[config.mk]
export PLATFORM = sky130hd
export DESIGN_NAME = text_line_folder
export DESIGN_NICKNAME = d
export VERILOG_FILES = /design/src/design/tlf_pkg.sv /design/src/design/tlf_cell.sv /design/src/design/tlf_chain.sv /design/src/design/tlf_ctrl.sv /design/src/design/text_line_folder.sv
export SDC_FILE = /design/constraint.sdc
export NUM_CORES = 1
export LEC_CHECK = 0
export BUFFER_PORTS_ARGS = -buffer_cell sky130_fd_sc_hd__buf_2
export CORE_UTILIZATION = 25
export CTS_CLUSTER_DIAMETER = 80
export DETAILED_ROUTE_END_ITERATION = 16
export HOLD_SLACK_MARGIN = 0.15
export PLACE_DENSITY = 0.42
export SYNTH_ARGS = -nofsm -noshare
export SYNTH_HDL_FRONTEND = slang
export SYNTH_SLANG_ARGS = --single-unit
export TNS_END_PERCENT = 20
[constraint.sdc]
create_clock -name clk_i -period 4.4 [get_ports clk_i]
set_input_delay 0.66 -clock clk_i [delete_from_list [all_inputs] [get_ports clk_i]]
set_output_delay 0.66 -clock clk_i [all_outputs]
set_load 0.1 [all_outputs]
[src/design/tlf_pkg.sv]
// tlf_pkg: shared types, constants and codes of the text line folder.
// Used by tlf_cell, tlf_chain, tlf_ctrl and text_line_folder.
`default_nettype none

package tlf_pkg;

  localparam int unsigned MaxWidth = 31;
  localparam int unsigned BufDepth = MaxWidth + 1;
  localparam int unsigned IdxW     = $clog2(BufDepth);
  localparam int unsigned CntW     = $clog2(BufDepth + 1);
  localparam int unsigned CfgW     = 5;

  typedef logic [7:0]      byte_t;
  typedef logic [IdxW-1:0] idx_t;
  typedef logic [CntW-1:0] cnt_t;
  typedef logic [CfgW-1:0] cfg_t;

  localparam byte_t ChSpace   = 8'd32;
  localparam byte_t ChTab     = 8'd9;
  localparam byte_t ChNl      = 8'd10;
  localparam cfg_t  FoldReset = 5'd4;

  localparam logic OpText = 1'b0;
  localparam logic OpEnd  = 1'b1;

  typedef enum logic [2:0] {
    StIdle  = 3'b001,
    StDrain = 3'b010,
    StNl    = 3'b100
  } state_e;

  typedef struct packed {
    logic  shift;
    logic  load;
    idx_t  load_idx;
    byte_t load_data;
  } chain_ctl_t;

  typedef struct packed {
    logic  valid;
    byte_t data;
    logic  last;
  } emit_t;

  typedef struct packed {
    logic idle;
    cnt_t cnt;
  } sts_t;

endpackage

`default_nettype wire

[src/design/tlf_cell.sv]
// tlf_cell: one byte cell of the segment chain; loads a byte or takes its
// right neighbor's byte on a shift. Depends on tlf_pkg.
`default_nettype none

module tlf_cell (
  input  wire logic          clk_i,
  input  wire logic          load_i,
  input  wire logic          shift_i,
  input  wire tlf_pkg::byte_t load_data_i,
  input  wire tlf_pkg::byte_t nbr_i,
  output tlf_pkg::byte_t      data_o
);

  tlf_pkg::byte_t data_q, data_d;

  always_comb begin
    data_d = data_q;
    if (load_i) begin
      data_d = load_data_i;
    end else if (shift_i) begin
      data_d = nbr_i;
    end
  end

  always_ff @(posedge clk_i) begin
    data_q <= data_d;
  end

  assign data_o = data_q;

endmodule

`default_nettype wire

[src/design/tlf_chain.sv]
// tlf_chain: row of tlf_cell byte cells holding the held line segment;
// cell 0 is the head. Depends on tlf_pkg and tlf_cell.
`default_nettype none

module tlf_chain (
  input  wire logic                clk_i,
  input  wire tlf_pkg::chain_ctl_t ctl_i,
  output tlf_pkg::byte_t           head_o
);

  tlf_pkg::byte_t cell_data [tlf_pkg::BufDepth];

  for (genvar i = 0; i < tlf_pkg::BufDepth; i++) begin : g_cell
    tlf_pkg::byte_t nbr;
    logic           load;

    if (i == tlf_pkg::BufDepth - 1) begin : g_tail
      assign nbr = '0;
    end else begin : g_mid
      assign nbr = cell_data[i+1];
    end

    assign load = ctl_i.load && (ctl_i.load_idx == tlf_pkg::idx_t'(i));

    tlf_cell u_cell (
      .clk_i      (clk_i),
      .load_i     (load),
      .shift_i    (ctl_i.shift),
      .load_data_i(ctl_i.load_data),
      .nbr_i      (nbr),
      .data_o     (cell_data[i])
    );
  end

  assign head_o = cell_data[0];

endmodule

`default_nettype wire

[src/design/tlf_ctrl.sv]
// tlf_ctrl: fold width register, segment count, blank mark and the drain
// sequencer that steers the cell chain. Depends on tlf_pkg.
`default_nettype none

module tlf_ctrl (
  input  wire logic                clk_i,
  input  wire logic                rst_ni,
  input  wire logic                in_valid_i,
  output logic                     in_ready_o,
  input  wire logic                in_op_i,
  input  wire tlf_pkg::byte_t      in_char_i,
  input  wire logic                cfg_we_i,
  input  wire tlf_pkg::cfg_t       cfg_wdata_i,
  input  wire logic                slot_free_i,
  input  wire tlf_pkg::byte_t      head_i,
  output tlf_pkg::emit_t           emit_o,
  output tlf_pkg::chain_ctl_t      chain_o,
  output tlf_pkg::sts_t            sts_o
);

  tlf_pkg::state_e state_q, state_d;
  tlf_pkg::cfg_t   fold_q;
  tlf_pkg::cnt_t   cnt_q, cnt_d;
  tlf_pkg::cnt_t   drain_q, drain_d;
  logic            bv_q, bv_d;
  tlf_pkg::idx_t   bi_q, bi_d;
  logic            nl_en_q, nl_en_d;
  logic            nl_shift_q, nl_shift_d;

  tlf_pkg::cnt_t   eff_w;
  tlf_pkg::cnt_t   cnt_inc;
  logic            is_blank;
  logic            bv_n;
  tlf_pkg::idx_t   bi_n;

  always_comb begin
    if (fold_q == '0) begin
      eff_w = tlf_pkg::cnt_t'(1);
    end else if (tlf_pkg::cnt_t'(fold_q) > tlf_pkg::cnt_t'(tlf_pkg::MaxWidth)) begin
      eff_w = tlf_pkg::cnt_t'(tlf_pkg::MaxWidth);
    end else begin
      eff_w = tlf_pkg::cnt_t'(fold_q);
    end
  end

  assign cnt_inc  = cnt_q + tlf_pkg::cnt_t'(1);
  assign is_blank = (in_char_i == tlf_pkg::ChSpace) || (in_char_i == tlf_pkg::ChTab);
  assign bv_n     = is_blank ? 1'b1 : bv_q;
  assign bi_n     = is_blank ? cnt_q[tlf_pkg::IdxW-1:0] : bi_q;

  always_comb begin
    state_d    = state_q;
    cnt_d      = cnt_q;
    drain_d    = drain_q;
    bv_d       = bv_q;
    bi_d       = bi_q;
    nl_en_d    = nl_en_q;
    nl_shift_d = nl_shift_q;

    chain_o.shift     = 1'b0;
    chain_o.load      = 1'b0;
    chain_o.load_idx  = cnt_q[tlf_pkg::IdxW-1:0];
    chain_o.load_data = in_char_i;

    emit_o.valid = 1'b0;
    emit_o.data  = head_i;
    emit_o.last  = 1'b0;

    in_ready_o = (state_q == tlf_pkg::StIdle);

    case (state_q)
      tlf_pkg::StIdle: begin
        if (in_valid_i) begin
          if (in_op_i == tlf_pkg::OpEnd) begin
            bv_d = 1'b0;
            bi_d = '0;
            if (cnt_q != '0) begin
              drain_d = cnt_q;
              nl_en_d = 1'b0;
              state_d = tlf_pkg::StDrain;
            end
          end else if (in_char_i == tlf_pkg::ChNl) begin
            bv_d       = 1'b0;
            bi_d       = '0;
            drain_d    = cnt_q;
            nl_en_d    = 1'b1;
            nl_shift_d = 1'b0;
            state_d    = (cnt_q == '0) ? tlf_pkg::StNl : tlf_pkg::StDrain;
          end else begin
            chain_o.load = 1'b1;
            cnt_d        = cnt_inc;
            if (cnt_inc > eff_w) begin
              // fold: drain up to the blank and turn it into the newline,
              // or drain all but the newest byte and insert one
              nl_en_d = 1'b1;
              bv_d    = 1'b0;
              bi_d    = '0;
              if (bv_n) begin
                drain_d    = tlf_pkg::cnt_t'(bi_n);
                nl_shift_d = 1'b1;
                state_d    = (bi_n == '0) ? tlf_pkg::StNl : tlf_pkg::StDrain;
              end else begin
                drain_d    = cnt_q;
                nl_shift_d = 1'b0;
                state_d    = (cnt_q == '0) ? tlf_pkg::StNl : tlf_pkg::StDrain;
              end
            end else begin
              bv_d = bv_n;
              bi_d = bi_n;
            end
          end
        end
      end
      tlf_pkg::StDrain: begin
        if (slot_free_i) begin
          emit_o.valid  = 1'b1;
          emit_o.last   = (drain_q == tlf_pkg::cnt_t'(1)) && !nl_en_q;
          chain_o.shift = 1'b1;
          cnt_d         = cnt_q - tlf_pkg::cnt_t'(1);
          drain_d       = drain_q - tlf_pkg::cnt_t'(1);
          if (drain_q == tlf_pkg::cnt_t'(1)) begin
            state_d = nl_en_q ? tlf_pkg::StNl : tlf_pkg::StIdle;
          end
        end
      end
      tlf_pkg::StNl: begin
        if (slot_free_i) begin
          emit_o.valid = 1'b1;
          emit_o.data  = tlf_pkg::ChNl;
          emit_o.last  = 1'b1;
          if (nl_shift_q) begin
            chain_o.shift = 1'b1;
            cnt_d         = cnt_q - tlf_pkg::cnt_t'(1);
          end
          state_d = tlf_pkg::StIdle;
        end
      end
      default: begin
        state_d = tlf_pkg::StIdle;
      end
    endcase
  end

  always_ff @(posedge clk_i or negedge rst_ni) begin
    if (!rst_ni) begin
      state_q    <= tlf_pkg::StIdle;
      fold_q     <= tlf_pkg::FoldReset;
      cnt_q      <= '0;
      drain_q    <= '0;
      bv_q       <= 1'b0;
      bi_q       <= '0;
      nl_en_q    <= 1'b0;
      nl_shift_q <= 1'b0;
    end else begin
      state_q    <= state_d;
      cnt_q      <= cnt_d;
      drain_q    <= drain_d;
      bv_q       <= bv_d;
      bi_q       <= bi_d;
      nl_en_q    <= nl_en_d;
      nl_shift_q <= nl_shift_d;
      if (cfg_we_i) begin
        fold_q <= cfg_wdata_i;
      end
    end
  end

  assign sts_o.idle = (state_q == tlf_pkg::StIdle);
  assign sts_o.cnt  = cnt_q;

endmodule

`default_nettype wire

[src/design/text_line_folder.sv]
// Text line folder: wraps a byte stream at the last space or tab so that no
// output line holds more than fold_width characters (0 acts as 1); a line
// without a blank is broken before the overflowing byte. The held segment
// sits in a 32-cell byte chain that shifts one byte a cycle toward the
// output while the output slot is free. A byte that does not fold is only
// held; a fold, an input newline or an end-of-text transfer sends N held
// bytes plus an optional newline at one transfer per cycle while the output
// slot is free, and the input is held off until that is done. tlast marks the
// final byte sent for an input transfer. Depends on tlf_pkg, tlf_ctrl, tlf_chain.
`default_nettype none

module text_line_folder (
  input  wire logic          clk_i,
  input  wire logic          rst_ni,
  input  wire logic          s_tvalid_i,
  output logic               s_tready_o,
  input  wire logic [7:0]    s_tdata_i,   // [7:0] char_in
  input  wire logic          s_tuser_i,   // [0] op
  output logic               m_tvalid_o,
  input  wire logic          m_tready_i,
  output logic [7:0]         m_tdata_o,   // [7:0] char_out
  output logic               m_tlast_o,
  input  wire logic          cfg_we_i,
  input  wire logic [4:0]    cfg_wdata_i
);

  tlf_pkg::emit_t      emit;
  tlf_pkg::chain_ctl_t chain_ctl;
  tlf_pkg::sts_t       sts;
  tlf_pkg::byte_t      head;
  logic                slot_free;

  logic                out_valid_q, out_valid_d;
  tlf_pkg::byte_t      out_data_q, out_data_d;
  logic                out_last_q, out_last_d;

  assign slot_free = !out_valid_q || m_tready_i;

  tlf_ctrl u_ctrl (
    .clk_i      (clk_i),
    .rst_ni     (rst_ni),
    .in_valid_i (s_tvalid_i),
    .in_ready_o (s_tready_o),
    .in_op_i    (s_tuser_i),
    .in_char_i  (s_tdata_i),
    .cfg_we_i   (cfg_we_i),
    .cfg_wdata_i(cfg_wdata_i),
    .slot_free_i(slot_free),
    .head_i     (head),
    .emit_o     (emit),
    .chain_o    (chain_ctl),
    .sts_o      (sts)
  );

  tlf_chain u_chain (
    .clk_i (clk_i),
    .ctl_i (chain_ctl),
    .head_o(head)
  );

  always_comb begin
    out_valid_d = out_valid_q;
    out_data_d  = out_data_q;
    out_last_d  = out_last_q;
    if (emit.valid) begin
      out_valid_d = 1'b1;
      out_data_d  = emit.data;
      out_last_d  = emit.last;
    end else if (m_tready_i) begin
      out_valid_d = 1'b0;
    end
  end

  always_ff @(posedge clk_i or negedge rst_ni) begin
    if (!rst_ni) begin
      out_valid_q <= 1'b0;
    end else begin
      out_valid_q <= out_valid_d;
    end
  end

  always_ff @(posedge clk_i) begin
    out_data_q <= out_data_d;
    out_last_q <= out_last_d;
  end

  assign m_tvalid_o = out_valid_q;
  assign m_tdata_o  = out_data_q;
  assign m_tlast_o  = out_last_q;

`ifndef SYNTHESIS
  a_cnt_bound: assert property (@(posedge clk_i) disable iff (!rst_ni)
    sts.cnt <= tlf_pkg::cnt_t'(tlf_pkg::BufDepth))
    else $error("segment count beyond buffer depth");

  a_no_overwrite: assert property (@(posedge clk_i) disable iff (!rst_ni)
    (m_tvalid_o && !m_tready_i) |-> !emit.valid)
    else $error("byte emitted over a stalled output");

  a_last_ends_run: assert property (@(posedge clk_i) disable iff (!rst_ni)
    (emit.valid && emit.last) |=> sts.idle)
    else $error("run ended but sequencer not idle");

  a_busy_blocks_input: assert property (@(posedge clk_i) disable iff (!rst_ni)
    emit.valid |-> !s_tready_o)
    else $error("input accepted while draining");
`endif

endmodule

`default_nettype wire

Word level (Yosys, flattened, before mapping)
Cells that the tools add are included.
Widths: inputs -> output; s select.
- add/sub/neg operators: 3
- $lt $le $gt $ge: 1
- equality and inequality tests: 48
- mux-type cells: 123
- bitwise gates (word level): 1
- reduce and logical (&&, ||, !) cells: 85
- operators by type and width (operator ; number):
    $mux 8 ; 65
    $eq 5x5->1 const B ; 16
    $mux 6 ; 13
    $reduce_bool 2->1 ; 35
    $eq 5x4->1 const B ; 8
    $mux 3 ; 12
    $logic_and 1x1->1 ; 33
    $mux 5 ; 5
    $mux 1 ; 21
    $eq 5x3->1 const B ; 4
    $pmux 6 s3 ; 1
    $eq 8x4->1 const B ; 2
    $logic_not 5->1 ; 3
    $pmux 6 s2 ; 1
    $sub 6x1->6 const B ; 2
    $eq 5x2->1 const B ; 2
    $mux 10 ; 1
    $ne 2x2->1 const B ; 5
    $pmux 3 s3 ; 1
    $eq 8x6->1 const B ; 1
    $reduce_and 4->1 ; 2
    $reduce_and 7->1 ; 1
    $add 6x1->6 const B ; 1
    $eq 6x1->1 const B ; 1
    18 further kinds ; 25
- register bits after elaboration: 294
- input port bits: 19
- output and inout bits: 11
- word-level logic and storage cells: 304

Depth between registers and ports, before layout
- depth in word-level cells: 11
- mapped depth: 11

By module
From an unflattened synthesis, not the netlist that was laid out.
- cell total of the unflattened synthesis: 892
- area total of the unflattened synthesis: 14802.9 µm²
- modules (own cells, without submodules) (module ; instances ; cells an instance ; area each (µm²)):
    tlf_cell ; 32 ; 18 ; 377.9
    tlf_ctrl ; 1 ; 256 ; 2155.8
    text_line_folder ; 1 ; 12 ; 317.8
    tlf_chain ; 1 ; 48 ; 237.7

Least setup slack after synthesis
Ideal clock, no wire load.
- path type: register -> register
- from: reg u_ctrl.state_q[0]
- to: reg u_ctrl.cnt_q[5]
- arrival time: 2913 ps
- required time: 4276 ps
- slack: 1363 ps
- cell stages (with the launch flop): 7
- buffers on the path: 0
- clock period less this slack: 3037 ps
- cells stage by stage: dfstp_2 inv_1 nor3_2 a21oi_1 a211oi_2 o21ai_1 xnor2_1
- longest elaborated chain between the ends: 3
- elaborated cells on any way between the ends: 12
- those cells by class: eq/ne (9); mux (1); reduce/logical (2)
- RTL lines (item ; line ; RTL):
    start, declared ; tlf_ctrl.sv:21 ; tlf_pkg::state_e state_q, state_d;
    start signal, assigned ; tlf_ctrl.sv:146 ; state_q <= tlf_pkg::StIdle;
    start signal, assigned ; tlf_ctrl.sv:155 ; state_q <= state_d;
    $eq 3x1->1 (*) ; - ;
    net s_tready_o ; text_line_folder.sv:16 ; output logic s_tready_o,
    $ne 2x2->1 (no line) / $reduce_bool 3->1 (equally long branches) ; - ;
    $reduce_and 7->1 (no line) ; - ;
    end signal, assigned ; tlf_ctrl.sv:156 ; cnt_q <= cnt_d;
    end, declared ; tlf_ctrl.sv:23 ; tlf_pkg::cnt_t cnt_q, cnt_d;
The timed path passes the listed nets; every way through them passes the cells marked *.
A chain may end at the register's enable or synchronous reset.

Final worst setup path
- from: reg u_ctrl.cnt_q[2]
- to: reg u_ctrl.drain_q[3]
- longest elaborated chain between the ends: 4
- elaborated cells on any way between the ends: 6
- those cells by class: add/sub (1); order compare (1); eq/ne (2); reduce/logical (2)
- RTL lines (item ; line ; RTL):
    $add 6x1->6 ; tlf_ctrl.sv:46 ; assign cnt_inc = cnt_q + tlf_pkg::cnt_t'(1);
    $gt 6x6->1 ; tlf_ctrl.sv:92 ; if (cnt_inc > eff_w) begin
    $ne 4x1->1 (no line) ; - ;
    $reduce_and 5->1 (no line) (*) ; - ;
    end signal, assigned ; tlf_ctrl.sv:157 ; drain_q <= drain_d;
    end, declared ; tlf_ctrl.sv:24 ; tlf_pkg::cnt_t drain_q, drain_d;
Mark *: on every way between the ends. The rest lies on a longest branch, timed or not.

==> impl_metrics.env <==
export IMPL_status="complete, no violations"
export IMPL_grt_pass1_vias=7732
export IMPL_syn_inst=872
export IMPL_synth_compound_area_share_pct=3.44
export IMPL_synthesis_area_sq_um=13500
export IMPL_initial_core_util_pct=25.5
export IMPL_syn2layout_area_growth_pct=16.5
export IMPL_yosysUniqueCellTypes=61
export IMPL_wl_per_cell_um=17.9
export IMPL_yosys_area_share_simple_pct=7.67
export IMPL_hold_path_class="in -> async"
export IMPL_ys_ff_latch=294
export IMPL_cts_sinks=294
export IMPL_rsz0062_at_grt="false"
export IMPL_setup_viol=0
export IMPL_grt_pass1_wl_mm=47.0
export IMPL_yosysWarnings=0
export IMPL_grt_util_all_layers_pct=10.9
export IMPL_synth_area_leader_cell="edfxtp_1"
export IMPL_fmax_mhz=290
export IMPL_root_buffer="clkbuf_16"
export IMPL_regArea_sq_um=8690
export IMPL_worst_path_buf_inv=1
export IMPL_ctsHtreeMaxLevel=2
export IMPL_post_cts_resized=0
export IMPL_tightest_slew_ps=1090
export IMPL_core_region_area_sq_um=53100
export IMPL_die_w_um=235
export IMPL_cp_arrival_ps=3880
export IMPL_numCtsBuffers=37
export IMPL_drv_cap=0
export IMPL_vias_per_cell=4.42
export IMPL_synthXorXnorAreaFrac_pct=0.517
export IMPL_synth_mux_area_share_pct=21.3
export IMPL_path_cells="and3_1 -> ha_1 -> inv_1 -> ha_1 -> nand2_1 -> mux2_2 -> a31o_2 -> a31oi_1 -> nand2b_1 -> a32o_1"
export IMPL_slowest_stage="dfrtp_1"
export IMPL_crit_path_start_kind="flop"
export IMPL_io_pins=30
export IMPL_antenna_cells=0
export IMPL_hold_viol=0
export IMPL_synth_nets=905
export IMPL_row_count=84
export IMPL_crit_family="compound AO/OA/AOI/OAI gates"
export IMPL_endpoint_kind="flop"
export IMPL_post_route_drc_count=0
export IMPL_layout_common_cells="edfxtp_1 (265), mux2_2 (246), nand2_1 (52)"
export IMPL_synth_top_cell_area_share_pct=58.8
export IMPL_die_area_sq_um=55100
export IMPL_cts_tree="done"
export IMPL_synthArstFlopShare_pct=9.86
export IMPL_multi_input_area_sq_um=4650
export IMPL_die_y_um=235
export IMPL_synthAdderAreaFrac_pct=1.29
export IMPL_gr_total_overflow=0
export IMPL_final_layout_size_suffix_gt1_share_pct=41.7
export IMPL_clkLatencyLatePin_ps=550
export IMPL_reg2reg_depth=10
export IMPL_synth_top_family_by_area="multiplexers"
export IMPL_vdd_drop_max_mv=0.218
export IMPL_synth_main_ff_cell="edfxtp_1"
export IMPL_gp_congestion=0.763
export IMPL_critical_path_most_common_cell="ha_1"
export IMPL_synth_edf_count=265
export IMPL_cts_setup_buffers=0
export IMPL_nets=954
export IMPL_timing_rr_start="u_ctrl.cnt_q[2]"
export IMPL_drv_slew=0
export IMPL_slew_headroom_pct=26.8
export IMPL_num_vias=7239
export IMPL_synth_area_top_cells="edfxtp_1 (59%), mux2_2 (20%), dfrtp_1 (5.0%)"
export IMPL_grt_max_degree=35
export IMPL_clkSlewWorstSetupHoldPaths_ps=60
export IMPL_finalCritPeriodShare_pct=78.5
export IMPL_hold_buffers=0
export IMPL_p_per_area_nw_per_um2=521
export IMPL_required_ps=4830
export IMPL_power_mw=8.21
export IMPL_antenna_left=0
export IMPL_hpwlAfterDp_mm=18.6
export IMPL_cp_depth=10
export IMPL_cts_buffer_depth=3
export IMPL_finClkSkew_ps=31.6
export IMPL_r2r_slack_ps=950
export IMPL_antenna_found_initial=1
export IMPL_min_period_ps=3450
export IMPL_drtIter0Drc=458
export IMPL_ys_seq_area_share_pct=64.1
export IMPL_routed_wl_mm=29.4
export IMPL_io_buffers=29
export IMPL_crit_path_max_fanout=16
export IMPL_worstSetupPathType="reg -> reg"
export IMPL_tns_ps=0
export IMPL_fill_cells=5240
export IMPL_r2r_end="u_ctrl.drain_q[3]"
export IMPL_p_leak_nw=5.48
export IMPL_drt_pass1_iterations=4
export IMPL_layout_commonest_cell="edfxtp_1"
export IMPL_max_stage_delay_ps=910
export IMPL_avgSynthCellArea_sq_um=15.5
[flip-flops by register name (all words and copies together), names as in the netlist]
| signal | cells |
|---|---|
| m_tdata_o | 8 |
| m_tlast_o | 1 |
| m_tvalid_o | 1 |
| u_chain.g_cell.u_cell.data_o | 256 |
| u_ctrl.bi_q | 5 |
| u_ctrl.bv_q | 1 |
| u_ctrl.cnt_q | 6 |
| u_ctrl.drain_q | 6 |
| u_ctrl.fold_q | 5 |
| u_ctrl.nl_en_q | 1 |
| u_ctrl.nl_shift_q | 1 |
| u_ctrl.state_q | 3 |
[power breakdown]
part	switching (mW)	leakage [nW]	internal (mW)
registers	0.193	2.76	3.43
logic	0.969	2.14	0.540
clock network	1.20	0.580	1.88
total	2.36	5.48	5.85
[cells in the mapped netlist, types with 2 or more instances]
cell and count:
edfxtp_1 265, a32o_1 5, nor3_1 5, dfstp_2 2, a21oi_1 19, nor2_2 12, nand2_2 14, mux2_2 246
nand2_4 3, nand3b_1 2, nand3_4 3, nor2b_1 10, mux2i_1 6, mux2_1 5, nor2_1 11, or4_1 2
o22ai_1 2, ha_1 14, xnor2_1 7, nand3b_2 2, o21ai_0 28, o31ai_1 3, inv_1 15, nand2_1 52
nor3b_4 2, dfrtp_1 27, a22o_1 5, and3_1 13, and2_1 9, nand3_1 8, buf_1 2, nand2b_1 10
clkbuf_1 35
[cells by family (layout without fill, tap and decap cells)]
| family | after synthesis | after routing |
|---|---|---|
| flip-flops | 294 | 294 |
| multiplexers | 257 | 257 |
| buffers and inverters | 55 | 131 |
| AND/OR/NAND/NOR | 171 | 171 |
| adder cells (fa/ha/maj) | 14 | 14 |
| AO/OA/AOI/OAI | 73 | 73 |
| XOR/XNOR | 8 | 8 |
[metrics by stage]
step | instance area (sq um) | worst slack [ps] | std cells | util, % | hold slack [ps]
6_report | 15800 | 946 | 1636 | 29.7 | 173
5_1_grt | 15800 | 714 | 1636 | 29.7 | 199
4_1_cts | 15800 | 908 | 1636 | 29.7 | 166
3_5_place_dp | 14600 | 725 | 1570 | 27.4 | 492
3_3_place_gp | 14600 | 845 | 1570 | 27.4 | 485
2_1_floorplan | 13500 | 1360 | 872 | - | 364
[routing by layer]
| layer | up-vias | wire, um | part of all wire, % | global-route usage (%) |
|---|---|---|---|---|
| met5 | - | 0 | 0 | 0 |
| met4 | 0 | 596 | 2.0 | 3.31 |
| met3 | 47 | 1080 | 3.7 | 2.62 |
| met2 | 102 | 13700 | 47 | 17.4 |
| met1 | 3663 | 14000 | 48 | 14.6 |
| li1 | 3427 | - | - | - |
[how the worst max path moves through the flow]
stage,to,startpoint,slack (ps)
6_report,u_ctrl.drain_q[3],u_ctrl.cnt_q[2],950
5_1_grt,u_ctrl.drain_q[1],u_ctrl.cnt_q[2],710
4_1_cts,u_ctrl.drain_q[0],u_ctrl.cnt_q[2],910
3_5_place_dp,u_chain.g_cell[18].u_cell.data_o[2],s_tdata_i[4],730
3_3_place_gp,u_chain.g_cell[18].u_cell.data_o[2],s_tdata_i[4],840
2_1_floorplan,u_ctrl.cnt_q[5],u_ctrl.state_q[0],1360
[cell type report]
cell class / count / share of cell area, %
well taps: 688 / 5.46
multi-input cells: 523 / 29.5
clock buffers: 47 / 6.24
clock inverters: 19 / 1.51
flip-flops and latches: 294 / 55.1
inverters: 15 / 0.357
repair buffers: 50 / 1.92
No activity file was read; power rests on OpenSTA's default activity.
